File: config.mk
export PLATFORM = sky130hd
export DESIGN_NAME = g2u_back
export DESIGN_NICKNAME = d
export VERILOG_FILES = /design/src/hdl/g2u_pkg.sv /design/src/hdl/g2u_back.sv
export SDC_FILE = /design/constraint.sdc
export NUM_CORES = 1
export LEC_CHECK = 0
export ABC_AREA = 0
export BUFFER_PORTS_ARGS = -buffer_cell sky130_fd_sc_hd__buf_2
export CORE_MARGIN = 4
export CORE_UTILIZATION = 40
export CTS_BUF_LIST = sky130_fd_sc_hd__clkbuf_4 sky130_fd_sc_hd__clkbuf_8
export CTS_CLUSTER_SIZE = 40
export DETAILED_ROUTE_END_ITERATION = 7
export MAX_ROUTING_LAYER = met4
export PLACE_DENSITY = 0.58
export SKIP_CTS_REPAIR_TIMING = 1
export SLEW_MARGIN = 20
export SYNTH_ARGS = -nofsm -noshare
export SYNTH_HDL_FRONTEND = slang
export SYNTH_SLANG_ARGS = --single-unit
export TNS_END_PERCENT = 30
File: constraint.sdc
create_clock -name clk -period 4.6 [get_ports clk]
set_clock_uncertainty 0.05 [all_clocks]
set_input_delay 0.92 -clock clk [delete_from_list [all_inputs] [get_ports clk]]
set_output_delay 0.92 -clock clk [all_outputs]
set_load 0.1 [all_outputs]
File: src/hdl/g2u_pkg.sv
// shared types, constants and utf-8 helpers of the gbk to utf-8 decoder
package g2u_pkg;

  // command codes of an input request
  localparam logic CMD_LOAD = 1'b0;
  localparam logic CMD_TEXT = 1'b1;

  // configuration port
  localparam int CFG_ADDR_W = 3;
  localparam int CFG_DATA_W = 32;
  localparam logic CFG_IDX_CAPACITY = 1'b0;
  localparam logic [15:0] CAPACITY_RESET = 16'd256;

  // byte constants
  localparam logic [7:0] BYTE_ZERO   = 8'h00;
  localparam logic [7:0] ASCII_LIMIT = 8'h80;
  localparam logic [7:0] LEAD_LAST   = 8'hFE;
  localparam logic [7:0] TRAIL_FIRST = 8'h40;
  localparam logic [7:0] TRAIL_SKIP  = 8'h41;
  localparam logic [7:0] TRAIL_GAP   = 8'h7F;
  localparam logic [7:0] CHAR_QMARK  = 8'h3F;

  // code point bounds for utf-8 length
  localparam logic [15:0] CP_ONE_LIMIT = 16'h0080;
  localparam logic [15:0] CP_TWO_LIMIT = 16'h0800;

  // queue between front and back
  localparam int Q_DEPTH = 4;
  localparam int QPTR_W  = 2;
  localparam int QCNT_W  = 3;

  // one queued unit of work: optional code point, then optional terminator
  typedef struct packed {
    logic        term;
    logic        has_data;
    logic [15:0] cp;
  } g2u_entry_t;

  function automatic logic [1:0] utf8_len(input logic [15:0] cp);
    logic [1:0] n;
    if (cp < CP_ONE_LIMIT) begin
      n = 2'd1;
    end else if (cp < CP_TWO_LIMIT) begin
      n = 2'd2;
    end else begin
      n = 2'd3;
    end
    return n;
  endfunction

  function automatic logic [7:0] utf8_byte(input logic [15:0] cp, input logic [1:0] n,
                                           input logic [1:0] k);
    logic [7:0] b;
    unique case (n)
      2'd1: begin
        b = cp[7:0];
      end
      2'd2: begin
        b = (k == 2'd0) ? (8'hC0 | {3'b000, cp[10:6]}) : (8'h80 | {2'b00, cp[5:0]});
      end
      default: begin
        if (k == 2'd0) begin
          b = 8'hE0 | {4'b0000, cp[15:12]};
        end else if (k == 2'd1) begin
          b = 8'h80 | {2'b00, cp[11:6]};
        end else begin
          b = 8'h80 | {2'b00, cp[5:0]};
        end
      end
    endcase
    return b;
  endfunction

endpackage

File: src/hdl/g2u_back.sv
// back: expands queued code points to utf-8, applies capacity, adds terminators
module g2u_back (
  input  logic                 clk,
  input  logic                 rst_n,
  input  logic [15:0]          capacity,
  input  g2u_pkg::g2u_entry_t  head,
  input  logic                 empty,
  output logic                 pop,
  output logic                 out_valid,
  input  logic                 out_ready,
  output logic [7:0]           out_byte,
  output logic                 out_last
);
  import g2u_pkg::*;

  logic [1:0]  step_r, step_nxt;
  logic [15:0] wc_r, wc_nxt;
  logic        out_valid_r, out_valid_nxt;
  logic [7:0]  out_byte_r, out_byte_nxt;
  logic        out_last_r, out_last_nxt;
  logic [1:0]  nb;
  logic [1:0]  data_steps;
  logic [2:0]  total;
  logic        is_data;
  logic        last_step;
  logic        fits;
  logic        can_out;
  logic        advance;

  assign nb         = utf8_len(head.cp);
  assign data_steps = head.has_data ? nb : 2'd0;
  assign total      = {1'b0, data_steps} + {2'b00, head.term};
  assign is_data    = (step_r < data_steps);
  assign last_step  = ({1'b0, step_r} == (total - 3'd1));
  assign fits       = ({1'b0, wc_r} + 17'd1) < {1'b0, capacity};
  assign can_out    = !out_valid_r || out_ready;

  always_comb begin
    advance       = 1'b0;
    wc_nxt        = wc_r;
    out_valid_nxt = out_valid_r && !out_ready;
    out_byte_nxt  = out_byte_r;
    out_last_nxt  = out_last_r;
    if (!empty) begin
      if (is_data) begin
        if (!fits) begin
          advance = 1'b1;
        end else if (can_out) begin
          advance       = 1'b1;
          wc_nxt        = wc_r + 16'd1;
          out_valid_nxt = 1'b1;
          out_byte_nxt  = utf8_byte(head.cp, nb, step_r);
          out_last_nxt  = 1'b0;
        end
      end else if (can_out) begin
        advance       = 1'b1;
        wc_nxt        = '0;
        out_valid_nxt = 1'b1;
        out_byte_nxt  = BYTE_ZERO;
        out_last_nxt  = 1'b1;
      end
    end
    step_nxt = step_r;
    if (advance) begin
      step_nxt = last_step ? 2'd0 : step_r + 2'd1;
    end
  end

  assign pop = advance && last_step;

  always_ff @(posedge clk) begin
    if (!rst_n) begin
      step_r      <= '0;
      wc_r        <= '0;
      out_valid_r <= 1'b0;
    end else begin
      step_r      <= step_nxt;
      wc_r        <= wc_nxt;
      out_valid_r <= out_valid_nxt;
    end
  end

  always_ff @(posedge clk) begin
    out_byte_r <= out_byte_nxt;
    out_last_r <= out_last_nxt;
  end

  assign out_valid = out_valid_r;
  assign out_byte  = out_byte_r;
  assign out_last  = out_last_r;

endmodule

# == Word-level counts from Yosys, hierarchy flattened ==
# Cells that the tools add are included.
# totals
reg_bits,28
input_bits,38
output_inout_bits,11
elab_cells,57
# op_classes
n_addsub,5
magnitude_cmp,4
eq_ne,6
n_mux,28
bitwise_logic,1
reduce_logical,8
# op_table
cell,count
2-to-1 mux 16 bit,4
2-to-1 mux 8 bit,4
"adder 16 x 1 -> 17 bit, second input constant",1
< comparator 17 x 16 -> 1 bit,1
"adder 16 x 1 -> 16 bit, second input constant",1
"< comparator 16 x 12 -> 1 bit, second input constant",1
"< comparator 16 x 8 -> 1 bit, second input constant",1
case mux 8 bit (2 select lines),1
2-to-1 mux 7 bit,2
2-to-1 mux 1 bit,13
2-to-1 mux 2 bit,3
2-to-1 mux 6 bit,1
"== test 2 x 1 -> 1 bit, second input constant",2
"!= test 2 x 1 -> 1 bit, second input constant",2
AND reduction 4 bit,1
adder 2 x 1 -> 3 bit,1
== test 2 x 3 -> 1 bit,1
"subtractor 3 x 1 -> 3 bit, second input constant",1
"adder 2 x 1 -> 2 bit, second input constant",1
"== test 2 bit, second input constant",1
logical AND 1 bit,2
logical NOT 1 bit,2
logical NOT 2 bit,1
< comparator 2 bit,1
other kinds (3),3

# == Depth between registers and ports, before layout ==
# depth
word_depth,8
depth_mapped,14
ltp_nobuf,12

# == Worst setup path after synthesis ==
# OpenSTA, ideal clock, no wires.
# synth_path
path_kind,input to output
startpoint,input port head[15] (netlist name)
endpoint,output port pop
arrival_ns,4.995
t_required_ns,3.630
path_slack_ns,-1.365
stages,9
n_path_buf,0
cell_sequence,or4_4 > nor3_4 > nand2b_1 > ha_1 > a21oi_4 > clkinv_4 > nor2_1 > a21o_1 > nor3b_1
# synth_via
elab_chain_len,8
word_cells_on_any_way,12
classes_between,add/sub: 2; order compare: 3; eq/ne: 1; mux: 5; reduce/logical: 1
# synth_rtl
item,line,text
from (decl),g2u_back.sv:6,"input g2u_pkg::g2u_entry_t head,"
< comparator 16 x 12 -> 1 bit,g2u_pkg.sv:43,end else if (cp < CP_TWO_LIMIT) begin
2-to-1 mux 1 bit,g2u_pkg.sv:43,
2-to-1 mux 2 bit (*),g2u_pkg.sv:41,if (cp < CP_ONE_LIMIT) begin
2-to-1 mux 2 bit (*),g2u_back.sv:31,assign data_steps = head.has_data ? nb : 2'd0;
adder 2 x 1 -> 3 bit / < comparator 2 bit (equally long branches),"g2u_back.sv:32, g2u_back.sv:33",
subtractor 3 x 1 -> 3 bit / 2-to-1 mux 1 bit (equally long branches),"g2u_back.sv:34, g2u_back.sv:45",
== test 2 x 3 -> 1 bit / 2-to-1 mux 1 bit (equally long branches),"g2u_back.sv:34, g2u_back.sv:44",
logical AND 1 bit (*),g2u_back.sv:69,assign pop = advance && last_step;
to (decl),g2u_back.sv:8,"output logic pop,"
# Every way passes the cells marked *; elsewhere a longest branch is shown, timed or not.

# == Final worst setup path ==
# layout_path
startpoint,register wc_r[7]
endpoint,output port pop
# layout_via
elab_chain_len,6
# layout_rtl
item,line,text
from (decl),g2u_back.sv:17,"logic [15:0] wc_r, wc_nxt;"
from (signal assigned),g2u_back.sv:78,wc_r <= wc_nxt;
adder 16 x 1 -> 17 bit,g2u_back.sv:35,"assign fits = ({1'b0, wc_r} + 17'd1) < {1'b0, capacity};"
< comparator 17 x 16 -> 1 bit,g2u_back.sv:35,
2-to-1 mux 1 bit,g2u_back.sv:46,if (!fits) begin
2-to-1 mux 1 bit,g2u_back.sv:45,if (is_data) begin
2-to-1 mux 1 bit,g2u_back.sv:44,if (!empty) begin
logical AND 1 bit,g2u_back.sv:69,
# No other way between the ends.

==> flow_summary.json <==
{
  "status": "complete, no violations",
  "grt_pass1_wl_um": 9460,
  "synth_area_leader_cell": "dfxtp_1",
  "power.net_switching_mw": 0.255,
  "yosys_warnings": 0,
  "grt_use_total_pct": 16.4,
  "avgSynthCellArea_um2": 8.65,
  "synth_seq_area_share_pct": 29.0,
  "fin_setup_tns_ns": 0,
  "utilization_pct": 51.9,
  "drc": 0,
  "path_clk_slew_ns": 0.09,
  "grt_pass1_vias": 2062,
  "drt-pass1-iter-count": 4,
  "power_frac_seq_pct": 39.2,
  "rows": 26,
  "period_minus_slack_ns": 4.30,
  "start_util_pct": 42.5,
  "setup_viol": 0,
  "ant_nets": 0,
  "place_congestion": 0.900,
  "io_buffers": 48,
  "crit_type": "flop to output pin",
  "dp_hpwl_um": 4170,
  "worstSetupEndpointType": "output pin",
  "p_comb_share_pct": 33.8,
  "place_inst": 372,
  "reg2regPathDepth": 13,
  "core-area_mm2": 0.00527,
  "tightest_slew_ns": 0.521,
  "rsz0062_at_grt": "false",
  "cap_violations": 0,
  "p_leak_nw": 1.20,
  "insertion_delay_ns": 0.27,
  "nNetsFinal": 367,
  "async_flop_share_pct": 0,
  "vdd_ir_drop_max_mv": 0.115,
  "dieArea_mm2": 0.00686,
  "ys.flop_type": "dfxtp_1",
  "ctsRootBufferMaster": "clkbuf_8",
  "synth_common_cells": "25 x nand2_1, 23 x inv_1, 20 x ha_1",
  "vias": 2053,
  "cp_data_required_time_ns": 3.63,
  "clock_sinks": 28,
  "io_pins": 49,
  "synth_fp_nets": 317,
  "cp.arrival_ns": 3.33,
  "min_path_type": "flop to flop",
  "synth_edf_count": 9,
  "ys_ff_latch": 28,
  "syn_area_mm2": 0.00224,
  "drtIter0Drc": 144,
  "power_frac_clock_pct": 27.0,
  "syn_inst": 259,
  "synth_top_area_share_pct": 17.0,
  "synthTopCellsByArea": "dfxtp_1 17%, edfxtp_1 12%, ha_1 11%, nand2_1 4.2%, inv_1 3.9%",
  "switching_share_pct": 35.6,
  "die_h_um": 82.9,
  "fp.dieW_um": 82.9,
  "clockBufferDepth": 2,
  "finalMaxSlewViolations": 0,
  "fin_crit_sh_pct": 93.5,
  "ys_types": 55,
  "cts_made_buffers": 3,
  "n_antenna_cell": 0,
  "antenna_found_initial": 0,
  "drt-total-wl_um": 5350,
  "critPathMaxFanout": 5,
  "detail_route.wl_per_cell_um": 14.1,
  "power.density_mw_per_mm2": 261,
  "clock.fmax_ghz": 0.233,
  "instances_no_fill": 378,
  "overflow": 0,
  "vias_per_cell": 5.43,
  "cts_tree": "built",
  "clock_tree.htree_level_count": 1,
  "holdPathStages": 2,
  "hold_viol_final": 0,
  "syn_to_final_growth_pct": 22.1,
  "post-synth-top-count-cell": "nand2_1",
  "drive_above_1_share_pct": 27.6,
  "slew_headroom_pct": 64.9,
  "start_kind": "flop",
  "p_int_mw": 0.460,
  "grt_max_degree": 27
}
## layout by cell type (no fill, tap or decap), types with 2 or more instances in the layout
cell type and count:
or4_1 5, inv_1 23, edfxtp_1 9, dfxtp_4 2
nand3_1 8, or3_1 5, o211ai_1 7, nand4_1 6
o311ai_0 2, a21oi_1 3, a211o_1 2, dfxtp_2 5
mux2i_1 5, buf_2 47, o21a_1 2, nor2_1 16
a31oi_1 3, ha_1 19, nand2_1 25, o2111ai_1 8
xnor2_1 8, xor2_1 8, o21ai_0 7, and3_1 2
nand3_2 2, clkbuf_8 3, a221oi_1 2, buf_4 8
nand2b_1 6, a21o_1 7, o22ai_1 7, dfxtp_1 12
## worst paths after layout
check	end	slack, ns	from
worst max-delay path	pop	0.30	wc_r[7]
worst min-delay path	wc_r[6]	0.45	wc_r[6]
worst max register to register	wc_r[4]	0.98	wc_r[7]
worst min register to register	wc_r[6]	0.45	wc_r[6]
## state kept, by name (all words and copies together) (netlist names)
name / flops
out_last: 1
step_r: 2
out_byte: 8
wc_r: 16
out_valid: 1
## cells by family after synthesis
group                    share of synthesized area [%]
AND/OR/NAND/NOR                                   21.3
AO/OA/AOI/OAI                                     23.1
buffers and inverters                             6.42
flip-flops                                        29.0
adder cells (fa/ha/maj)                           11.2
XOR/XNOR                                          6.25
multiplexers                                      2.74
## critical path, cell delays in order (launching register included)
cell      delay, ns
dfxtp_2        0.38
nand4_1        0.19
or2_4          0.33
nor2_4         0.11
nand3_1        0.14
xnor2_1        0.17
ha_1           0.29
and3_1         0.23
a221oi_2       0.25
o31a_1         0.24
nand3_2        0.12
a21o_1         0.24
nor3b_4        0.17
buf_12         0.19
## power groups by stage
stage / Sequential (mW) / Combinational [mW] / Clock [mW]
2_1_floorplan: 0.363 / 0.105 / 0
3_3_place_gp: 0.287 / 0.241 / 0
3_5_place_dp: 0.287 / 0.243 / 0
4_1_cts: 0.282 / 0.243 / 0.200
5_1_grt: 0.283 / 0.263 / 0.208
6_report: 0.280 / 0.241 / 0.193
## cell type report
| type | instances | area (um2) |
|---|---|---|
| clock buffer | 3 | 41.3 |
| clock inverter | 1 | 30.0 |
| fill | 523 | 2530 |
| inverter | 24 | 95.1 |
| multi-input combinational | 196 | 1500 |
| sequential | 28 | 664 |
| tap | 70 | 87.6 |
| timing repair buffer | 56 | 315 |
## metrics by stage
stage               hold slack, ns  setup slack [ns]  area (um2)  power [mW]
finish                       0.450             0.300        2740       0.715
global route                 0.464            0.0209        2740       0.754
CTS                          0.463            0.0137        2680       0.724
detailed placement           0.447             0.341        2610       0.530
global placement             0.442             0.363        2610       0.528
floorplan                    0.424            0.0136        2270       0.468
## metal layers
layer,global-route usage [%],up-vias,wire length [um]
met5,-,-,0
met1,21.4,933,2530
li1,-,1061,-
met2,27.1,57,2490
met3,1.88,2,284
met4,4.16,0,40
Note: power is estimated with default switching activity, not from simulation.
