### src/hdl/g2u_pkg.sv
// shared types, constants and utf-8 helpers of the gbk to utf-8 decoder
package g2u_pkg;

  // command codes of an input request
  localparam logic CMD_LOAD = 1'b0;
  localparam logic CMD_TEXT = 1'b1;

  // configuration port
  localparam int CFG_ADDR_W = 3;
  localparam int CFG_DATA_W = 32;
  localparam logic CFG_IDX_CAPACITY = 1'b0;
  localparam logic [15:0] CAPACITY_RESET = 16'd256;

  // byte constants
  localparam logic [7:0] BYTE_ZERO   = 8'h00;
  localparam logic [7:0] ASCII_LIMIT = 8'h80;
  localparam logic [7:0] LEAD_LAST   = 8'hFE;
  localparam logic [7:0] TRAIL_FIRST = 8'h40;
  localparam logic [7:0] TRAIL_SKIP  = 8'h41;
  localparam logic [7:0] TRAIL_GAP   = 8'h7F;
  localparam logic [7:0] CHAR_QMARK  = 8'h3F;

  // code point bounds for utf-8 length
  localparam logic [15:0] CP_ONE_LIMIT = 16'h0080;
  localparam logic [15:0] CP_TWO_LIMIT = 16'h0800;

  // queue between front and back
  localparam int Q_DEPTH = 4;
  localparam int QPTR_W  = 2;
  localparam int QCNT_W  = 3;

  // one queued unit of work: optional code point, then optional terminator
  typedef struct packed {
    logic        term;
    logic        has_data;
    logic [15:0] cp;
  } g2u_entry_t;

  function automatic logic [1:0] utf8_len(input logic [15:0] cp);
    logic [1:0] n;
    if (cp < CP_ONE_LIMIT) begin
      n = 2'd1;
    end else if (cp < CP_TWO_LIMIT) begin
      n = 2'd2;
    end else begin
      n = 2'd3;
    end
    return n;
  endfunction

  function automatic logic [7:0] utf8_byte(input logic [15:0] cp, input logic [1:0] n,
                                           input logic [1:0] k);
    logic [7:0] b;
    unique case (n)
      2'd1: begin
        b = cp[7:0];
      end
      2'd2: begin
        b = (k == 2'd0) ? (8'hC0 | {3'b000, cp[10:6]}) : (8'h80 | {2'b00, cp[5:0]});
      end
      default: begin
        if (k == 2'd0) begin
          b = 8'hE0 | {4'b0000, cp[15:12]};
        end else if (k == 2'd1) begin
          b = 8'h80 | {2'b00, cp[11:6]};
        end else begin
          b = 8'h80 | {2'b00, cp[5:0]};
        end
      end
    endcase
    return b;
  endfunction

endpackage

### src/hdl/g2u_front.sv
// front: accepts requests, tracks the lead byte, looks up pairs and queues work
module g2u_front #(
  parameter int LEAD_COUNT = 126,
  parameter int TRAIL_COUNT = 190,
  parameter int LEAD_FIRST = 129,
  parameter int ADDR_W = 15
) (
  input  logic                        clk,
  input  logic                        rst_n,
  input  logic                        in_valid,
  output logic                        in_ready,
  input  logic                        in_command,
  input  logic [7:0]                  in_text_byte,
  input  logic [6:0]                  in_table_lead,
  input  logic [7:0]                  in_table_trail,
  input  logic [15:0]                 in_table_value,
  output logic                        ram_we,
  output logic [ADDR_W-1:0]           ram_waddr,
  output logic [15:0]                 ram_wdata,
  output logic [ADDR_W-1:0]           ram_raddr,
  input  logic [15:0]                 ram_rdata,
  input  logic [g2u_pkg::QCNT_W-1:0]  q_count,
  output logic                        push,
  output g2u_pkg::g2u_entry_t         push_entry
);
  import g2u_pkg::*;

  localparam logic [7:0] LEAD_FIRST_B  = 8'(LEAD_FIRST);
  localparam logic [7:0] LEAD_COUNT_B  = 8'(LEAD_COUNT);
  localparam logic [7:0] TRAIL_COUNT_B = 8'(TRAIL_COUNT);
  localparam logic [15:0] TRAIL_COUNT_W = 16'(TRAIL_COUNT);

  logic        accept;
  logic        lead_pending_r, lead_pending_nxt;
  logic [7:0]  held_li_r, held_li_nxt;
  logic        s1_valid_r, s1_valid_nxt;
  logic        s1_use_ram_r, s1_use_ram_nxt;
  g2u_entry_t  s1_entry_r, s1_entry_nxt;
  logic [7:0]  trail_ti;
  logic        trail_ok;
  logic        lead_ok;
  logic        load_ok;
  logic [15:0] rd_addr_full;
  logic [15:0] wr_addr_full;
  logic [QCNT_W:0] q_used;

  // reserve a queue slot for the entry in flight in the lookup stage
  assign q_used   = {1'b0, q_count} + {{QCNT_W{1'b0}}, s1_valid_r};
  assign in_ready = (q_used < (QCNT_W + 1)'(Q_DEPTH));
  assign accept   = in_valid && in_ready;

  // table loads
  assign load_ok      = ({1'b0, in_table_lead} < LEAD_COUNT_B) &&
                        (in_table_trail < TRAIL_COUNT_B);
  assign wr_addr_full = 16'(in_table_lead) * TRAIL_COUNT_W + 16'(in_table_trail);
  assign ram_we       = accept && (in_command == CMD_LOAD) && load_ok;
  assign ram_waddr    = ADDR_W'(wr_addr_full);
  assign ram_wdata    = in_table_value;

  // trail folding and pair lookup address
  assign trail_ti     = (in_text_byte < TRAIL_GAP) ? in_text_byte - TRAIL_FIRST
                                                   : in_text_byte - TRAIL_SKIP;
  assign trail_ok     = (in_text_byte >= TRAIL_FIRST) && (in_text_byte != TRAIL_GAP) &&
                        (trail_ti < TRAIL_COUNT_B);
  assign lead_ok      = (held_li_r < LEAD_COUNT_B);
  assign rd_addr_full = 16'(held_li_r) * TRAIL_COUNT_W + 16'(trail_ti);
  assign ram_raddr    = ADDR_W'(rd_addr_full);

  always_comb begin
    lead_pending_nxt = lead_pending_r;
    held_li_nxt      = held_li_r;
    s1_valid_nxt     = 1'b0;
    s1_use_ram_nxt   = 1'b0;
    s1_entry_nxt     = '0;
    if (accept && (in_command == CMD_TEXT)) begin
      if (lead_pending_r) begin
        lead_pending_nxt      = 1'b0;
        held_li_nxt           = '0;
        s1_valid_nxt          = 1'b1;
        s1_entry_nxt.has_data = 1'b1;
        s1_entry_nxt.cp       = {8'h00, CHAR_QMARK};
        priority if (in_text_byte == BYTE_ZERO) begin
          s1_entry_nxt.term = 1'b1;
        end else if (lead_ok && trail_ok) begin
          s1_use_ram_nxt = 1'b1;
        end else begin
          s1_entry_nxt.term = 1'b0;
        end
      end else begin
        priority if (in_text_byte == BYTE_ZERO) begin
          s1_valid_nxt      = 1'b1;
          s1_entry_nxt.term = 1'b1;
        end else if (in_text_byte < ASCII_LIMIT) begin
          s1_valid_nxt          = 1'b1;
          s1_entry_nxt.has_data = 1'b1;
          s1_entry_nxt.cp       = {8'h00, in_text_byte};
        end else if ((in_text_byte >= LEAD_FIRST_B) && (in_text_byte <= LEAD_LAST)) begin
          lead_pending_nxt = 1'b1;
          held_li_nxt      = in_text_byte - LEAD_FIRST_B;
        end else begin
          s1_valid_nxt          = 1'b1;
          s1_entry_nxt.has_data = 1'b1;
          s1_entry_nxt.cp       = {8'h00, CHAR_QMARK};
        end
      end
    end
  end

  always_ff @(posedge clk) begin
    if (!rst_n) begin
      lead_pending_r <= 1'b0;
      held_li_r      <= '0;
      s1_valid_r     <= 1'b0;
    end else begin
      lead_pending_r <= lead_pending_nxt;
      held_li_r      <= held_li_nxt;
      s1_valid_r     <= s1_valid_nxt;
    end
  end

  always_ff @(posedge clk) begin
    s1_use_ram_r <= s1_use_ram_nxt;
    s1_entry_r   <= s1_entry_nxt;
  end

  // lookup result lands here; an undefined pair reads as zero
  always_comb begin
    push_entry = s1_entry_r;
    if (s1_use_ram_r) begin
      push_entry.cp = (ram_rdata == 16'h0000) ? {8'h00, CHAR_QMARK} : ram_rdata;
    end
  end

  assign push = s1_valid_r;

endmodule

### config.mk
export PLATFORM = sky130hd
export DESIGN_NAME = g2u_front
export DESIGN_NICKNAME = d
export VERILOG_FILES = /design/src/hdl/g2u_pkg.sv /design/src/hdl/g2u_front.sv
export SDC_FILE = /design/constraint.sdc
export NUM_CORES = 1
export LEC_CHECK = 0
export BUFFER_PORTS_ARGS = -buffer_cell sky130_fd_sc_hd__buf_2
export CAP_MARGIN = 20
export CORE_ASPECT_RATIO = 1.25
export CORE_MARGIN = 8
export CORE_UTILIZATION = 50
export CTS_BUF_LIST = sky130_fd_sc_hd__clkbuf_2 sky130_fd_sc_hd__clkbuf_4 sky130_fd_sc_hd__clkbuf_8
export DETAILED_ROUTE_END_ITERATION = 7
export GPL_TIMING_DRIVEN = 0
export PLACE_DENSITY = 0.87
export SLEW_MARGIN = 20
export SYNTH_ARGS = -nofsm -noshare
export SYNTH_HDL_FRONTEND = slang
export SYNTH_SLANG_ARGS = --single-unit
### constraint.sdc
create_clock -name clk -period 8.5 [get_ports clk]
set_input_delay 0 -clock clk [delete_from_list [all_inputs] [get_ports clk]]
set_output_delay 0 -clock clk [all_outputs]
set_load 0.01 [all_outputs]
==> Word level (Yosys, flattened, before mapping) <==
Index checks and enable logic that the tools add are counted.
{ "word_totals": {"regBits": 29, "in_bits": 62, "output_inout_bits": 67, "wordCells": 71} }
{ "classes": {"add_sub_neg": 6, "n_mul": 2, "order_cmp": 10, "eq_ne": 3, "muxes": 21, "bitwise": 3, "n_reduce_logical": 17} }
{ "ops": {"columns": ["cell", "n"], "rows": [
  ["$mux 17", 4],
  ["$mux 8", 5],
  ["$mux 16", 2],
  ["$add 15x8->15", 2],
  ["$lt 8x8->1 const B", 3],
  ["$logic_not 16->1", 1],
  ["$lt 8x7->1 const B", 2],
  ["$sub 8x7->8 const B", 2],
  ["$mul 7x7->14 const B", 1],
  ["$mul 8x7->14 const B", 1],
  ["$mux 1", 10],
  ["$logic_and 1x1->1", 9],
  ["$ge 8x7->1 const B", 1],
  ["$ge 8x8->1 const B", 1],
  ["$le 8x8->1 const B", 1],
  ["$logic_not 8->1", 1],
  ["$ne 8x7->1 const B", 1],
  ["$sub 8x8->8 const B", 1],
  ["$lt 7x7->1 const B", 1],
  ["$reduce_or 3->1", 2],
  ["$add 3x1->4", 1],
  ["$lt 4x3->1 const B", 1],
  ["$ne 2x2->1 const B", 2],
  ["$reduce_and 4->1", 1],
  ["4 further kinds", 6]
]} }

==> Longest topological paths before layout <==
{ "logic_depth": {"word_depth": 6, "ltp_mapped": 18, "mapped_depth_nobuf": 18} }

==> Least setup slack after synthesis <==
Ideal clock, no wire load.
{ "synth_path": {"kind": "reg-to-output", "from": "register held_li_r[4]", "to": "output ram_raddr[14]", "arrival_ns": 4.545, "required_time_ns": 8.500, "setup_slack_ns": 3.955, "path_stages_with_launch": 19, "path_buffers": 0, "path_cell_list": "dfxtp_1 > inv_1 > fa_1 > inv_1 > ha_1 > inv_1 > fa_1 > fa_1 > inv_1 > ha_1 > o21a_1 > o31a_1 > a21oi_1 > ha_1 > a21o_1 > a31oi_1 > or4_1 > nor3_2 > xnor2_1"} }
{ "synth_between": {"elab_chain_len": 2} }
{ "synth_rtl": {"columns": ["element", "line", "source"], "rows": [
  ["start, declared", "g2u_front.sv:35", "logic [7:0] held_li_r, held_li_nxt;"],
  ["start signal, assigned", "g2u_front.sv:116", "held_li_r <= held_li_nxt;"],
  ["$mul 8x7->14", "g2u_front.sv:66", "assign rd_addr_full = 16'(held_li_r) * TRAIL_COUNT_W + 16'(trail_ti);"],
  ["$add 15x8->15", "g2u_front.sv:66", null],
  ["end, declared", "g2u_front.sv:20", "output logic [ADDR_W-1:0] ram_raddr,"]
]} }
No other way between the ends.

==> Worst setup path in the final report <==
Same ends and word-level chain as after synthesis.

==> results.md <==
- Post-Syn Area: 0.004850 sq mm
- CP Launch Type: flop
- Die Ht: ~130 um
- Routed WL per cell: around 15 um
- Post-Route WL: 11890 um
- Placed insts: 788
- TritonCTS clock tree: built
- Post-DP HPWL: ~10000 um
- Post-synth EDFFs: 0
- Area Overhead vs Synth: 15.84%
- Vias in the first global route: between 4000 and 5000
- Die Area: ~0.013 sq mm
- Rel. slew slack: 0.6354
- Total GRT Usage: 0.1757
- Share of Yosys cell area claimed by the top area cell type: 0.2425
- Highest metal used: met4
- Initial antenna violation count: 0
- Hold WC Path Type: in2reg
- CTS Buf Count: 3
- CP Cell Sequence: inv_1 -> fa_1 -> inv_1 -> ha_1 -> inv_1 -> fa_1 -> fa_1 -> inv_1 -> ha_1 -> o21a_1 -> o31a_1 -> a21oi_1 -> ha_1 -> a21o_1 -> a31oi_1 -> or4_1 -> nor3_2 -> xnor2_1 -> buf_2
- WL met3: around 310 um
- Fraction of registers with async set/reset: 0
- Initial drt markers: around 130
- TritonCTS Sinks: 20
- Hold Violations, Final: 0
- Clock Tree Root: clkbuf_8
- TritonRoute pass-1 iters: 4
- Top-count cell post-synth: ha_1
- Rows: 40
- DRT antenna net count: 0
- MaxCap Viol Count: 0
- Hold_ws: 34.19 ps
- CP most frequent cell: inv_1
- Slew @ Worst Pin: between 500 and 600 ps
- Total power per unit cell area: 177.2 mW/mm^2
- M1 WL: 4427 um
- Synthesized net count: ~750
- CTS H-Tree Depth: 1
- Critical path type: reg2out
- CTS max path bufs: 2
- Setup TNS: 0 ps
- Leakage power: approximately 3 nW
- Core Box Area: 0.009509 sq mm
- Main flop type after synthesis: dfxtp_1
- Fill cells: between 800 and 900
- GPL Wtd Cong: about 0.85
- N_diodes: 0
- Critical Path Slowest Stage Cell: or4_1
- Synth Instances: around 560
- Worst setup margin: between 3000 and 4000 ps
- Share of layout cells above drive strength 1: 0.2216
- Final Non-Filler Cells: just under 800
- CP arrival: ~5400 ps
- IO Port Bufs: 107
- Outcome: finished clean
- Via density: 5.339
- Worst path max stage delay: 620 ps
- Layout Skew: ~1.9 ps
- Initial Utilization: 0.5100
- DRC: 0
- Final setup viols: 0
- Peak Freq: between 150 and 200 MHz
- Unrepaired setup endpoints after global routing: no
- Die Width: 104.1 um
- Ranking of synthesized cells by area: ha_1, fa_1, dfxtp_1, xnor2_1, inv_1
- WL met2: just under 7000 um
- First-pass GRT wire length: 20130 um
- Largest net degree at the start of global routing: 12
- Clk Latency, worst-skew pair: roughly 260 ps
- Clk slew on worst S/H paths: 70 ps
- Setup WS pre-CTS: 3397 ps
- Worst path required time: roughly 8500 ps
- Multi-input gate area: between 0.003 and 0.004 sq mm
- Unique cell type count in the Yosys netlist: 60
- Post-Syn Area per Cell: 8.738 sq um
- Ys Warns: 0
- Synth area leader: ha_1
- VDD IR max: between 300 and 400 uV
- Synth top cells by count: ha_1, inv_1, fa_1, xnor2_1, a21oi_1
- Synth Register Bits: 20
- Fin crit share: 0.6346
- Boundary pin count: between 100 and 150
- Max-slew violations: 0
- DR vias: around 4200
- Sequential element share of the synthesized area: 0.08256
- Final #Nets: slightly below 900
- Crit end category: primary output
- Critical path peak fanout: 8
- Reg2reg setup slack: roughly 6700 ps
- Reg area: around 400 sq um
- GRT overflow: 0
- Min Tclk post-route: 5394 ps
metal layers:
layer	vias up	track usage
li1	2115	-
met1	2001	0.1817
met2	100	0.3627
met3	23	0.01276
met4	0	0.04782
met5	-	0
report_power, final:
| part | internal (W) | total [W] | switching [W] |
|---|---|---|---|
| clock | 0.0000412 | 0.0000727 | 0.0000315 |
| sequential | 0.0000956 | 0.0000976 | 0.00000199 |
| combinational | 0.000364 | 0.000825 | 0.000461 |
placed cells by master (no fill, tap or decap), types with 18 or more instances in the layout:
| cell type | netlist | final |
|---|---|---|
| dfxtp_1 | 20 | 20 |
| buf_2 | 4 | 111 |
| nand2_1 | 21 | 21 |
| buf_4 | 19 | 19 |
| ha_1 | 94 | 94 |
| xnor2_1 | 38 | 38 |
| a21oi_1 | 32 | 32 |
| nor2_1 | 22 | 22 |
| inv_1 | 81 | 81 |
| fa_1 | 41 | 41 |
| xor2_1 | 18 | 18 |
worst paths after layout:
kind                                      end  depth (start not counted)             from
worst max-delay path            ram_raddr[14]                         19     held_li_r[4]
worst min-delay path             held_li_r[0]                          2  in_text_byte[0]
worst max register to register   held_li_r[4]                          6             push
worst min register to register   held_li_r[1]                          1     held_li_r[1]
cell type report:
cell class	instances	share of cell area
inverters	82	0.05479
flip-flops and latches	20	0.07127
well taps	126	0.02806
repair buffers	109	0.09889
clock buffers	4	0.009800
plain buffers	30	0.03630
multi-input cells	423	0.7009
registers in the layout, summed over array words and instances, names as in the netlist:
register,flops
s1_use_ram_r,1
push,1
s1_entry_r,7
held_li_r,8
push_entry,2
lead_pending_r,1
per-stage QoR:
stage / utilization / instance area (sq um) / power [W]
final: 0.5908 / 5618 / 0.0009954
after global routing: 0.5908 / 5618 / 0.001090
after CTS: 0.5908 / 5618 / 0.0009987
after detailed placement: 0.5829 / 5543 / 0.0009181
after global placement: 0.5829 / 5543 / 0.0008897
after floorplan: - / 4850 / 0.0006864
what timing repair did:
item / CTS / global route
endpoints found under the hold margin: 2 / 0
hold buffers: 2 / 0
buffers inserted: 0 / 0
gates resized for setup: 0 / 0
setup endpoints to repair: 0 / 0
kinds of logic after synthesis:
logic type	Yosys count	synth area share
AO/OA/AOI/OAI	117	0.1692
buffers and inverters	112	0.1055
XOR/XNOR	56	0.1011
flip-flops	20	0.08256
multiplexers	3	0.006450
adder cells (fa/ha/maj)	135	0.4118
AND/OR/NAND/NOR	112	0.1233
worst max-delay path: cells and delay by family, from the launching register on:
kind	cells	cell delay, ps
buffers and inverters	5	400
xor gates and xnor gates	1	130
DFF	1	610
and+or+nand+nor	2	770
adders and majority gates	6	2520
AOI/OAI and AO/OA	5	690
Note: power is estimated with default switching activity, not from simulation.
