--- src/hdl/g2u_pkg.sv ---
// shared types, constants and utf-8 helpers of the gbk to utf-8 decoder
package g2u_pkg;

  // command codes of an input request
  localparam logic CMD_LOAD = 1'b0;
  localparam logic CMD_TEXT = 1'b1;

  // configuration port
  localparam int CFG_ADDR_W = 3;
  localparam int CFG_DATA_W = 32;
  localparam logic CFG_IDX_CAPACITY = 1'b0;
  localparam logic [15:0] CAPACITY_RESET = 16'd256;

  // byte constants
  localparam logic [7:0] BYTE_ZERO   = 8'h00;
  localparam logic [7:0] ASCII_LIMIT = 8'h80;
  localparam logic [7:0] LEAD_LAST   = 8'hFE;
  localparam logic [7:0] TRAIL_FIRST = 8'h40;
  localparam logic [7:0] TRAIL_SKIP  = 8'h41;
  localparam logic [7:0] TRAIL_GAP   = 8'h7F;
  localparam logic [7:0] CHAR_QMARK  = 8'h3F;

  // code point bounds for utf-8 length
  localparam logic [15:0] CP_ONE_LIMIT = 16'h0080;
  localparam logic [15:0] CP_TWO_LIMIT = 16'h0800;

  // queue between front and back
  localparam int Q_DEPTH = 4;
  localparam int QPTR_W  = 2;
  localparam int QCNT_W  = 3;

  // one queued unit of work: optional code point, then optional terminator
  typedef struct packed {
    logic        term;
    logic        has_data;
    logic [15:0] cp;
  } g2u_entry_t;

  function automatic logic [1:0] utf8_len(input logic [15:0] cp);
    logic [1:0] n;
    if (cp < CP_ONE_LIMIT) begin
      n = 2'd1;
    end else if (cp < CP_TWO_LIMIT) begin
      n = 2'd2;
    end else begin
      n = 2'd3;
    end
    return n;
  endfunction

  function automatic logic [7:0] utf8_byte(input logic [15:0] cp, input logic [1:0] n,
                                           input logic [1:0] k);
    logic [7:0] b;
    unique case (n)
      2'd1: begin
        b = cp[7:0];
      end
      2'd2: begin
        b = (k == 2'd0) ? (8'hC0 | {3'b000, cp[10:6]}) : (8'h80 | {2'b00, cp[5:0]});
      end
      default: begin
        if (k == 2'd0) begin
          b = 8'hE0 | {4'b0000, cp[15:12]};
        end else if (k == 2'd1) begin
          b = 8'h80 | {2'b00, cp[11:6]};
        end else begin
          b = 8'h80 | {2'b00, cp[5:0]};
        end
      end
    endcase
    return b;
  endfunction

endpackage

--- src/hdl/g2u_fifo.sv ---
// small queue of work entries between front and back
module g2u_fifo (
  input  logic                        clk,
  input  logic                        rst_n,
  input  logic                        push,
  input  g2u_pkg::g2u_entry_t         push_entry,
  input  logic                        pop,
  output g2u_pkg::g2u_entry_t         head,
  output logic                        empty,
  output logic [g2u_pkg::QCNT_W-1:0]  count
);
  import g2u_pkg::*;

  g2u_entry_t mem_r [Q_DEPTH];
  logic [QPTR_W-1:0] wr_ptr_r, wr_ptr_nxt;
  logic [QPTR_W-1:0] rd_ptr_r, rd_ptr_nxt;
  logic [QCNT_W-1:0] count_r, count_nxt;

  always_comb begin
    wr_ptr_nxt = push ? wr_ptr_r + 1'b1 : wr_ptr_r;
    rd_ptr_nxt = pop ? rd_ptr_r + 1'b1 : rd_ptr_r;
    count_nxt  = count_r + QCNT_W'(push) - QCNT_W'(pop);
  end

  always_ff @(posedge clk) begin
    if (!rst_n) begin
      wr_ptr_r <= '0;
      rd_ptr_r <= '0;
      count_r  <= '0;
    end else begin
      wr_ptr_r <= wr_ptr_nxt;
      rd_ptr_r <= rd_ptr_nxt;
      count_r  <= count_nxt;
    end
  end

  always_ff @(posedge clk) begin
    if (push) begin
      mem_r[wr_ptr_r] <= push_entry;
    end
  end

  assign head  = mem_r[rd_ptr_r];
  assign empty = (count_r == '0);
  assign count = count_r;

endmodule

--- config.mk ---
export PLATFORM = sky130hd
export DESIGN_NAME = g2u_fifo
export DESIGN_NICKNAME = d
export VERILOG_FILES = /design/src/hdl/g2u_pkg.sv /design/src/hdl/g2u_fifo.sv
export SDC_FILE = /design/constraint.sdc
export NUM_CORES = 1
export LEC_CHECK = 0
export BUFFER_PORTS_ARGS = -buffer_cell sky130_fd_sc_hd__buf_4
export CAP_MARGIN = 10
export CORE_MARGIN = 2
export CORE_UTILIZATION = 40
export CTS_BUF_LIST = sky130_fd_sc_hd__clkbuf_4 sky130_fd_sc_hd__clkbuf_8 sky130_fd_sc_hd__clkbuf_16
export CTS_CLUSTER_DIAMETER = 150
export DETAILED_ROUTE_END_ITERATION = 7
export PLACE_DENSITY = 0.6
export SKIP_CTS_REPAIR_TIMING = 1
export SLEW_MARGIN = 40
export SYNTH_ARGS = -nofsm -noshare
export SYNTH_HDL_FRONTEND = slang
export SYNTH_SLANG_ARGS = --single-unit
--- constraint.sdc ---
create_clock -name clk -period 1.8 [get_ports clk]
set_input_delay 0.27 -clock clk [delete_from_list [all_inputs] [get_ports clk]]
set_output_delay 0.27 -clock clk [all_outputs]
set_load 0.01 [all_outputs]
# Word-level counts from Yosys, hierarchy flattened

Memory sizes are Yosys's and may differ from the RTL's. A register that Yosys moved wholly into a read port is not among the register bits.
Index checks and enable logic that the tools add are counted.

$add $sub $neg: 4
Muxes and demuxes: 4
Reduce and logical (&&, ||, !) cells: 1

Operator list:

| kind                | count |
|---|---|
| $add 2x1->2 const B | 2 |
| $mux 2              | 2 |
| $add 3x1->3         | 1 |
| $logic_not 3->1     | 1 |
| $sub 3x1->3         | 1 |
| $mux 1              | 2 |

Register bits after elaboration: 7
Input port bits: 22
RAM bits: 72
Logic and storage cells: 13
Output and inout bits: 22
Memories kept: 1

Memories:

| memory | words | width | rd ports | clocked after Yosys merged registers in | wr ports | RTL line       | source |
|---|---|---|---|---|---|---|---|
| mem_r  | 4     | 18    | 1        | 1                                       | 1        | g2u_fifo.sv:14 | `g2u_entry_t mem_r [Q_DEPTH];` |

# Logic depth before layout (Yosys ltp)

Gate-level depths: netlist of run 1.

Depth after elaboration: 3
Depth in mapped cells: 7

# Worst setup path after synthesis of run 1

Ideal clock, no wire load.

Kind: register to register
From: reg count_r[0], in the netlist count[0]
To: reg count_r[2], in the netlist count[2]
Arrival time: 1682 ps
Path slack: 54 ps
Cell stages (with the launch flop): 8
Data required time: 1736 ps
Cell sequence: dfxtp_1 inv_1 ha_1 inv_1 ha_1 fa_1 xor3_1 nor2_1

Longest elaborated chain between the ends: 2

Ends and longest elaborated chain:

| item                   | RTL line       | source |
|---|---|---|
| from (decl)            | g2u_fifo.sv:17 | `logic [QCNT_W-1:0] count_r, count_nxt;` |
| from (signal assigned) | g2u_fifo.sv:33 | `count_r <= count_nxt;` |
| $add 3x1->3            | g2u_fifo.sv:22 | `count_nxt = count_r + QCNT_W'(push) - QCNT_W'(pop);` |
| $sub 3x1->3            | g2u_fifo.sv:22 |  |

Every way passes these cells.
A chain may end at the register's enable or synchronous reset.

==> results of run 1 <==
## stage by stage
step           cells  instance area (um2)  hold WS, ps  utilization (%)
2_1_floorplan    136                 3080          369                -
3_3_place_gp     280                 3530          469             48.1
3_5_place_dp     280                 3530          473             48.1
4_1_cts          296                 3770          106             51.5
5_1_grt          297                 3840          107             52.4
6_report         297                 3840          114             52.4
## critical path: cells and delay by family, from the launching register on
family / cells / cell delay, ps
flops: 1 / 380
mux: 1 / 520
buf+inv: 2 / 290
## kinds of logic (layout without fill, tap and decap cells)
kind of cell | after synthesis | after routing | share of synthesized area (%)
AO/OA/AOI/OAI | 2 | 2 | 0.488
XOR/XNOR | 3 | 3 | 1.34
adder cells (fa/ha/maj) | 7 | 7 | 3.09
buffers and inverters | 11 | 73 | 2.20
flip-flops | 81 | 81 | 76.2
multiplexers | 19 | 19 | 14.5
AND/OR/NAND/NOR | 13 | 13 | 2.24
## worst min-delay path by stage
stage | cells past startpoint | slack (ps) | endpoint | startpoint
final | 1 | 110 | mem_r[2][17] | push_entry[17]
after global routing | 1 | 110 | mem_r[0][17] | push_entry[17]
after CTS | 1 | 110 | mem_r[0][17] | push_entry[17]
after detailed placement | 1 | 470 | mem_r[3][17] | push_entry[17]
after global placement | 1 | 470 | mem_r[3][12] | push_entry[12]
after floorplan | 0 | 370 | mem_r[0][0] | push_entry[0]
## cell usage after synthesis, types with 2 or more instances
| cell | n |
|---|---|
| edfxtp_1 | 72 |
| buf_2 | 2 |
| mux4_2 | 10 |
| ha_1 | 6 |
| nor2_1 | 5 |
| mux4_1 | 8 |
| and2_1 | 6 |
| xnor2_1 | 2 |
| dfxtp_1 | 9 |
| inv_1 | 7 |
## power by group through the flow
stage	registers [mW]	logic [mW]	clock network, mW
finish	2.21	0.614	1.57
global route	2.22	0.669	1.67
CTS	2.20	0.560	1.59
detailed placement	2.24	0.559	0
global placement	2.23	0.535	0
floorplan	2.24	0.303	0
## per-layer routing
metal | track usage (%) | vias to the layer above | wire [um]
met5 | 0 | - | 0
met4 | 6.06 | 0 | 65
met3 | 3.86 | 10 | 258
met2 | 21.4 | 36 | 2690
met1 | 15.8 | 712 | 2210
li1 | - | 652 | -
## sequential cells by signal, indices dropped and copies added (netlist names), named ones only
register  count
count         3
mem_r        72
rd_ptr_r      2
wr_ptr_r      2
## area by class of cell
type | count | area (um2)
well taps | 99 | 124
clock buffers | 11 | 139
repair buffers | 50 | 457
inverters | 7 | 26.3
multi-input cells | 44 | 642
flip-flops and latches | 81 | 2350
fillers | 588 | 3490
clock inverters | 5 | 104
==> flow_metrics.tcl, run 1 <==
set metrics [dict create \
    outcome "finished, violations left" \
    violations "negative setup slack" \
    power.share.combinational_pct 14.0 \
    die_x_um 91.7 \
    ys_seq_elements 81 \
    netlist.area_leader.share_pct 70.3 \
    grt_usage_pct 13.0 \
    tightestPinTransition_ps 526 \
    first_pass_iters 4 \
    max_slew_margin_pct 64.9 \
    drive_above_1_share_pct 46.0 \
    insertion_delay_ps 350 \
    postSynth.asyncResetShare_pct 0 \
    slew_viol_final 0 \
    wl_per_cell_um 17.6 \
    root_buffer "clkbuf_8" \
    crit_path_cell_trace "buf_12 -> mux4_2 -> buf_6" \
    start_util_pct 42.0 \
    ir_drop_uv 506 \
    path_max_fanout 10 \
    cts_buffers 9 \
    synth.net_count 165 \
    drtIter0Drc 120 \
    p_per_area_mw_per_mm2 1140 \
    final_common_cell "edfxtp_1" \
    timing.final.ws_setup_ps -9.88 \
    grt_max_degree 19 \
    worstPathRequired_ps 1530 \
    drc_errors 0 \
    ant_nets 0 \
    tns_ps -23.3 \
    syn-cell-area_mm2 0.00308 \
    nNetsFinal 222 \
    slowest_stage "mux4_2" \
    path_class "reg2out" \
    power_mw 4.39 \
    netlist_instances 136 \
    synth_top_cell_by_area "edfxtp_1" \
    arrival_ps 1540 \
    synth_flop_cell "edfxtp_1" \
    antenna_found_initial 0 \
    switching_power_mw 0.926 \
    cts.sinks 81 \
    hp-class "in2reg" \
    yosysSeqAreaShare_pct 76.2 \
    fin_skew_ps 7.65 \
    grt_overflow 0 \
    globalplace.congestion 0.712 \
    die-area_mm2 0.00841 \
    wl_um 5220 \
    synth.area.top_cells "edfxtp_1, mux4_2, mux4_1" \
    grt_pass1_vias 1568 \
    reg2reg_to "count[2]" \
    rows 31 \
    finalCritPeriodShare_pct 101 \
    num_vias 1410 \
    setup_viol 6 \
    fmax_ghz 0.553 \
    vias_per_cell 4.75 \
    p_clk_share_pct 35.8 \
    pin_count 44 \
    seqPwrFrac_pct 50.2 \
    cts_max_level 3 \
    diodes 0 \
    synthToLayoutAreaGrowth_pct 24.8 \
    mostFrequentLayoutCells "edfxtp_1, buf_4, mux4_2" \
    ys_types 19 \
    r2r_cells 7 \
    p_leak_nw 1.37 \
    rrSetupSlack_ps 250 \
    synth_edf_count 72 \
    post-route-min-period_ps 1810 \
    hpwlAfterDp_um 3380 \
    ys_warn_count 0 \
    clockBufferDepth 2 \
    swShare_pct 21.1 \
    p_int_mw 3.47 \
    clk_pin_slew_ps 80 \
    cts_tree "done" \
    crit_path_end "head[7]" \
    r2r-start "count[0]" \
    startpoint_type "flip-flop" \
    die_y_um 91.7 \
    end_kind "output pin" \
    rsz0062_at_grt "true" \
    finalHoldViolCount 0 \
    avgSynthCellArea_um2 22.6 \
    core_area_mm2 0.00733 \
    pre_cts_ws_ps -10.4 \
    grt_pass1_wl_um 8000 \
    maxCapViolations 0 \
    port_buffers 43 \
    max_stage_delay_ps 520 \
]
Note: power is estimated with default switching activity, not from simulation.
==> inputs of run 2 (changes only) <==
--- a/config.mk
+++ b/config.mk
@@ -8,11 +8,11 @@
 export BUFFER_PORTS_ARGS = -buffer_cell sky130_fd_sc_hd__buf_4
 export CAP_MARGIN = 10
 export CORE_MARGIN = 2
-export CORE_UTILIZATION = 40
+export CORE_UTILIZATION = 25
 export CTS_BUF_LIST = sky130_fd_sc_hd__clkbuf_4 sky130_fd_sc_hd__clkbuf_8 sky130_fd_sc_hd__clkbuf_16
 export CTS_CLUSTER_DIAMETER = 150
 export DETAILED_ROUTE_END_ITERATION = 7
-export PLACE_DENSITY = 0.6
+export PLACE_DENSITY = 0.42
 export SKIP_CTS_REPAIR_TIMING = 1
 export SLEW_MARGIN = 40
 export SYNTH_ARGS = -nofsm -noshare
==> run 2 against run 1 <==
  * The flow still finishes with violations (negative setup slack)
  * Critical path type unchanged
  * Total power up 2.0%
  * Flip-flop and latch count unchanged
  * Clock power up 4%
  * Routed wire length up 8.1%
  * Combinational power up 3.6%
  * Hold slack better by 24 ps
==> flow_metrics.tcl, run 2 (synthesized netlist as in run 1, its figures left out) <==
set metrics [dict create \
    outcome "finished, violations left" \
    violations "negative setup slack" \
    synthToLayoutAreaGrowth_pct 29.8 \
    whs_ps 138 \
    path_class "reg2out" \
    slew_viol_final 0 \
    port_buffers 43 \
    first_pass_iters 4 \
    pre_cts_ws_ps -4.04 \
    die_y_um 115 \
    grt_max_degree 19 \
    hp-class "in2reg" \
    root_buffer "clkbuf_16" \
    tightestPinTransition_ps 273 \
    seqCellArea_mm2 0.00235 \
    drtIter0Drc 57 \
    max_slew_margin_pct 81.8 \
    p_int_mw 3.49 \
    ant_nets 0 \
    crit_buf_inv 2 \
    grt_usage_pct 8.92 \
    clockBufferDepth 2 \
    end_kind "output pin" \
    timing.final.ws_setup_ps -20.9 \
    crit_path_cell_trace "buf_12 -> mux4_2 -> buf_6" \
    die-area_mm2 0.0132 \
    tns_ps -96.2 \
    fmax_ghz 0.549 \
    seqPwrFrac_pct 49.3 \
    pin_count 44 \
    rsz0062_at_grt "true" \
    globalplace.congestion 0.675 \
    vias_per_cell 4.08 \
    maxCapViolations 0 \
    post-route-min-period_ps 1820 \
    slowest_stage "mux4_2" \
    largest_register_ffs 72 \
    drc_errors 0 \
    path_max_fanout 8 \
    finish.instance_area_mm2 0.00399 \
    drive_above_1_share_pct 45.5 \
    fillers 1168 \
    max_stage_delay_ps 530 \
    cts_buffers 9 \
    swShare_pct 22.1 \
    antenna_found_initial 0 \
    ir_drop_uv 413 \
    multi_input_area_um2 638 \
    finalCritPeriodShare_pct 101 \
    p_leak_nw 1.40 \
    largest-register "mem_r" \
    final_common_cell "edfxtp_1" \
    setup_viol 12 \
    placed_cell_area_mm2 0.00363 \
    grt_pass1_wl_um 8290 \
    power.share.combinational_pct 14.2 \
    grt_overflow 0 \
    mostFrequentLayoutCells "edfxtp_1, buf_4, mux4_2" \
    diodes 0 \
    nNetsFinal 226 \
    insertion_delay_ps 330 \
    clk_pin_slew_ps 60 \
    cts_tree "done" \
    grt_pass1_vias 1475 \
    fin_skew_ps 4.99 \
    hpwlAfterDp_um 3570 \
    arrival_ps 1550 \
    wl_um 5640 \
    p_clk_share_pct 36.5 \
    cts.sinks 81 \
    start_util_pct 25.6 \
    rows 40 \
    die_x_um 115 \
    switching_power_mw 0.989 \
    cts_max_level 3 \
    p_per_area_mw_per_mm2 1120 \
    power_mw 4.48 \
    wl_per_cell_um 16.2 \
    cpLargestDelayFamily "multiplexers" \
    startpoint_type "flip-flop" \
    finalHoldViolCount 0 \
    num_vias 1425 \
    worstPathRequired_ps 1530 \
    core_area_mm2 0.0120 \
]
## run 2: changes by cell type in the layout (fill, tap and decap cells not counted), moves of 2 or more
cell	delta
clkbuf_16	+10
bufinv_16	-3
clkinvlp_4	+3
buf_6	+2
clkbuf_8	-9
and2_2	-3
and2_1	+3
## run 2: final cells by class
| class | count | share of cell area, % |
|---|---|---|
| sequential | 81 | 58.8 |
| clock inverter | 5 | 0.815 |
| timing repair buffer | 54 | 13.1 |
| inverter | 7 | 0.658 |
| tap | 147 | 4.61 |
| multi-input combinational | 44 | 16.0 |
| clock buffer | 11 | 6.02 |
## run 2: power groups by stage
stage | registers (mW) | logic [mW] | clock network [mW]
finish | 2.21 | 0.636 | 1.63
CTS | 2.20 | 0.580 | 1.70
global route | 2.22 | 0.697 | 1.78
global placement | 2.24 | 0.572 | 0
floorplan | 2.24 | 0.303 | 0
detailed placement | 2.24 | 0.578 | 0
## run 2: per-layer routing
metal  GRT usage [%]  part of all wire, %  wire length (um)
met5               0                    0                 0
met2            14.2                   48              2710
met4            2.89                 0.90                51
met3            4.74                  6.1               345
met1            10.4                   45              2530
## run 2: worst paths after layout
path | start | slack (ps) | endpoint | cells past startpoint
setup / recovery | flip-flop | -20 | head[1] | 3
hold / removal | push_entry[11] | 140 | mem_r[3][11] | 1
setup reg to reg | count[0] | 260 | count[2] | 7
hold reg to reg | rd_ptr_r[1] | 550 | rd_ptr_r[1] | 2
## run 2: per-stage QoR
stage | utilization [%] | std cells
4_1_cts | 32.5 | 348
3_5_place_dp | 30.2 | 332
6_report | 33.2 | 349
2_1_floorplan | - | 136
5_1_grt | 33.2 | 349
3_3_place_gp | 30.2 | 332
==> inputs of run 3 (changes only) <==
--- a/config.mk
+++ b/config.mk
@@ -13,6 +13,7 @@
 export CTS_CLUSTER_DIAMETER = 150
 export DETAILED_ROUTE_END_ITERATION = 7
 export PLACE_DENSITY = 0.42
+export RECOVER_POWER = 50
 export SKIP_CTS_REPAIR_TIMING = 1
 export SLEW_MARGIN = 40
 export SYNTH_ARGS = -nofsm -noshare
==> run 3 against run 2 <==
  * The run still ends with negative setup slack left
  * Sequential power about the same
  * Clock power barely moved
  * Hold slack improved by 18 ps
  * Die area did not move
  * First-iteration DRC count rose by 51%
  * Routed wire length stayed put
  * Cell area decreased by 1.7%
  * Register-to-register slack worse by 30 ps
  * Global-route usage unchanged
  * Sequential share of layout area is 1.0 points higher
  * Setup slack about the same
  * Critical path depth stayed put
  * Largest cell class unchanged
==> flow_metrics.tcl, run 3 (synthesized netlist as in run 1, its figures left out) <==
set metrics [dict create \
    globalplace.congestion 0.675 \
    fillers 1176 \
    final_common_cell "edfxtp_1" \
    cts_tree "done" \
    diodes 0 \
    crit_path_cell_trace "buf_12 -> mux4_2 -> buf_6" \
    fmax_ghz 0.549 \
    startpoint_type "flip-flop" \
    rows 40 \
    die_y_um 115 \
    start_util_pct 25.6 \
    wl_um 5640 \
    rrSetupSlack_ps 230 \
    seqCellArea_mm2 0.00235 \
    timing.final.ws_setup_ps -21.3 \
    end_kind "output pin" \
    cts_max_level 3 \
    max_stage_delay_ps 530 \
    die-area_mm2 0.0132 \
    fin_skew_ps 4.95 \
    path_max_fanout 8 \
    largest_register_ffs 72 \
    cts.sinks 81 \
    synthToLayoutAreaGrowth_pct 27.6 \
    whs_endpoint "count[1]" \
    hold_depth 2 \
    hpwlAfterDp_um 3570 \
    clockBufferDepth 2 \
    clk_pin_slew_ps 60 \
    pre_cts_ws_ps -4.04 \
    antenna_found_initial 0 \
    reg2reg_to "count[2]" \
    r2r_cells 7 \
    rsz0062_at_grt "true" \
    drtIter0Drc 86 \
    post-route-min-period_ps 1820 \
    p_per_area_mw_per_mm2 1140 \
    tightestPinTransition_ps 271 \
    port_buffers 43 \
    num_vias 1440 \
    mostFrequentLayoutCells "edfxtp_1, mux4_2, clkbuf_1" \
    largest-register "mem_r" \
    multi_input_area_um2 638 \
    drc_errors 0 \
    path_class "reg2out" \
    slowest_stage "mux4_2" \
    pin_count 44 \
    ir_drop_uv 413 \
    grt_usage_pct 8.92 \
    finalCritPeriodShare_pct 101 \
    p_leak_nw 1.33 \
    whs_ps 156 \
    hp-start "rst_n" \
    violations "negative setup slack" \
    maxCapViolations 0 \
    setup_viol 11 \
    ant_nets 0 \
    cts_buffers 9 \
    core_area_mm2 0.0120 \
    finalHoldViolCount 0 \
    arrival_ps 1550 \
    max_slew_margin_pct 81.9 \
    slew_viol_final 0 \
    grt_pass1_wl_um 8290 \
    worstPathRequired_ps 1530 \
    die_x_um 115 \
    root_buffer "clkbuf_16" \
    vias_per_cell 4.13 \
    hp-class "in2reg" \
    grt_overflow 0 \
    insertion_delay_ps 330 \
    outcome "finished, violations left" \
    grt_max_degree 19 \
    first_pass_iters 4 \
    nNetsFinal 226 \
    wl_per_cell_um 16.2 \
    drive_above_1_share_pct 36.1 \
    r2r-start "count[0]" \
    grt_pass1_vias 1475 \
]
[run 3: changes by cell type in the layout (fill, tap and decap cells not counted), sizes merged]
cell	before	now
buf	53	35
clkbuf	12	30
[run 3: power breakdown]
group          switching, mW  internal (mW)  total [mW]
clock                  0.673          0.958        1.63
sequential            0.0492           2.16        2.21
combinational          0.264          0.356       0.620
total                  0.986           3.47        4.46
[run 3: worst max-delay path by stage]
stage / start / to / slack [ps]
2_1_floorplan: count[0] / count[2] / 50
4_1_cts: flip-flop / head[14] / -140
3_5_place_dp: pop / count[2] / -4
5_1_grt: flip-flop / head[1] / -80
3_3_place_gp: pop / count[2] / 30
6_report: flip-flop / head[1] / -20
[run 3: cell type report]
class                   count  share of cell area (%)
flip-flops and latches     81                    59.8
clock buffers              11                    6.12
clock inverters             5                   0.829
inverters                   7                   0.670
repair buffers             54                    11.6
well taps                 147                    4.69
multi-input cells          44                    16.3
[run 3: worst max-delay path, delay by kind of cell (launching register included)]
family   cells  cell delay (ps)
mux          1              530
buf+inv      2              290
flops        1              400
[run 3: metrics by stage]
step	cell area [um2]	cells	utilization (%)	power, mW	setup TNS (ps)
global route	3920	349	32.7	4.68	-1030
global placement	3630	332	30.2	2.81	0
detailed placement	3630	332	30.2	2.82	-4.04
CTS	3900	348	32.5	4.48	-1950
floorplan	3080	136	-	2.54	0
finish	3920	349	32.7	4.46	-112
[run 3: layer usage]
metal	GRT usage (%)	part of all wire (%)
met5	0	0
met3	4.74	6.0
met1	10.4	44
met4	2.89	0.85
met2	14.2	49
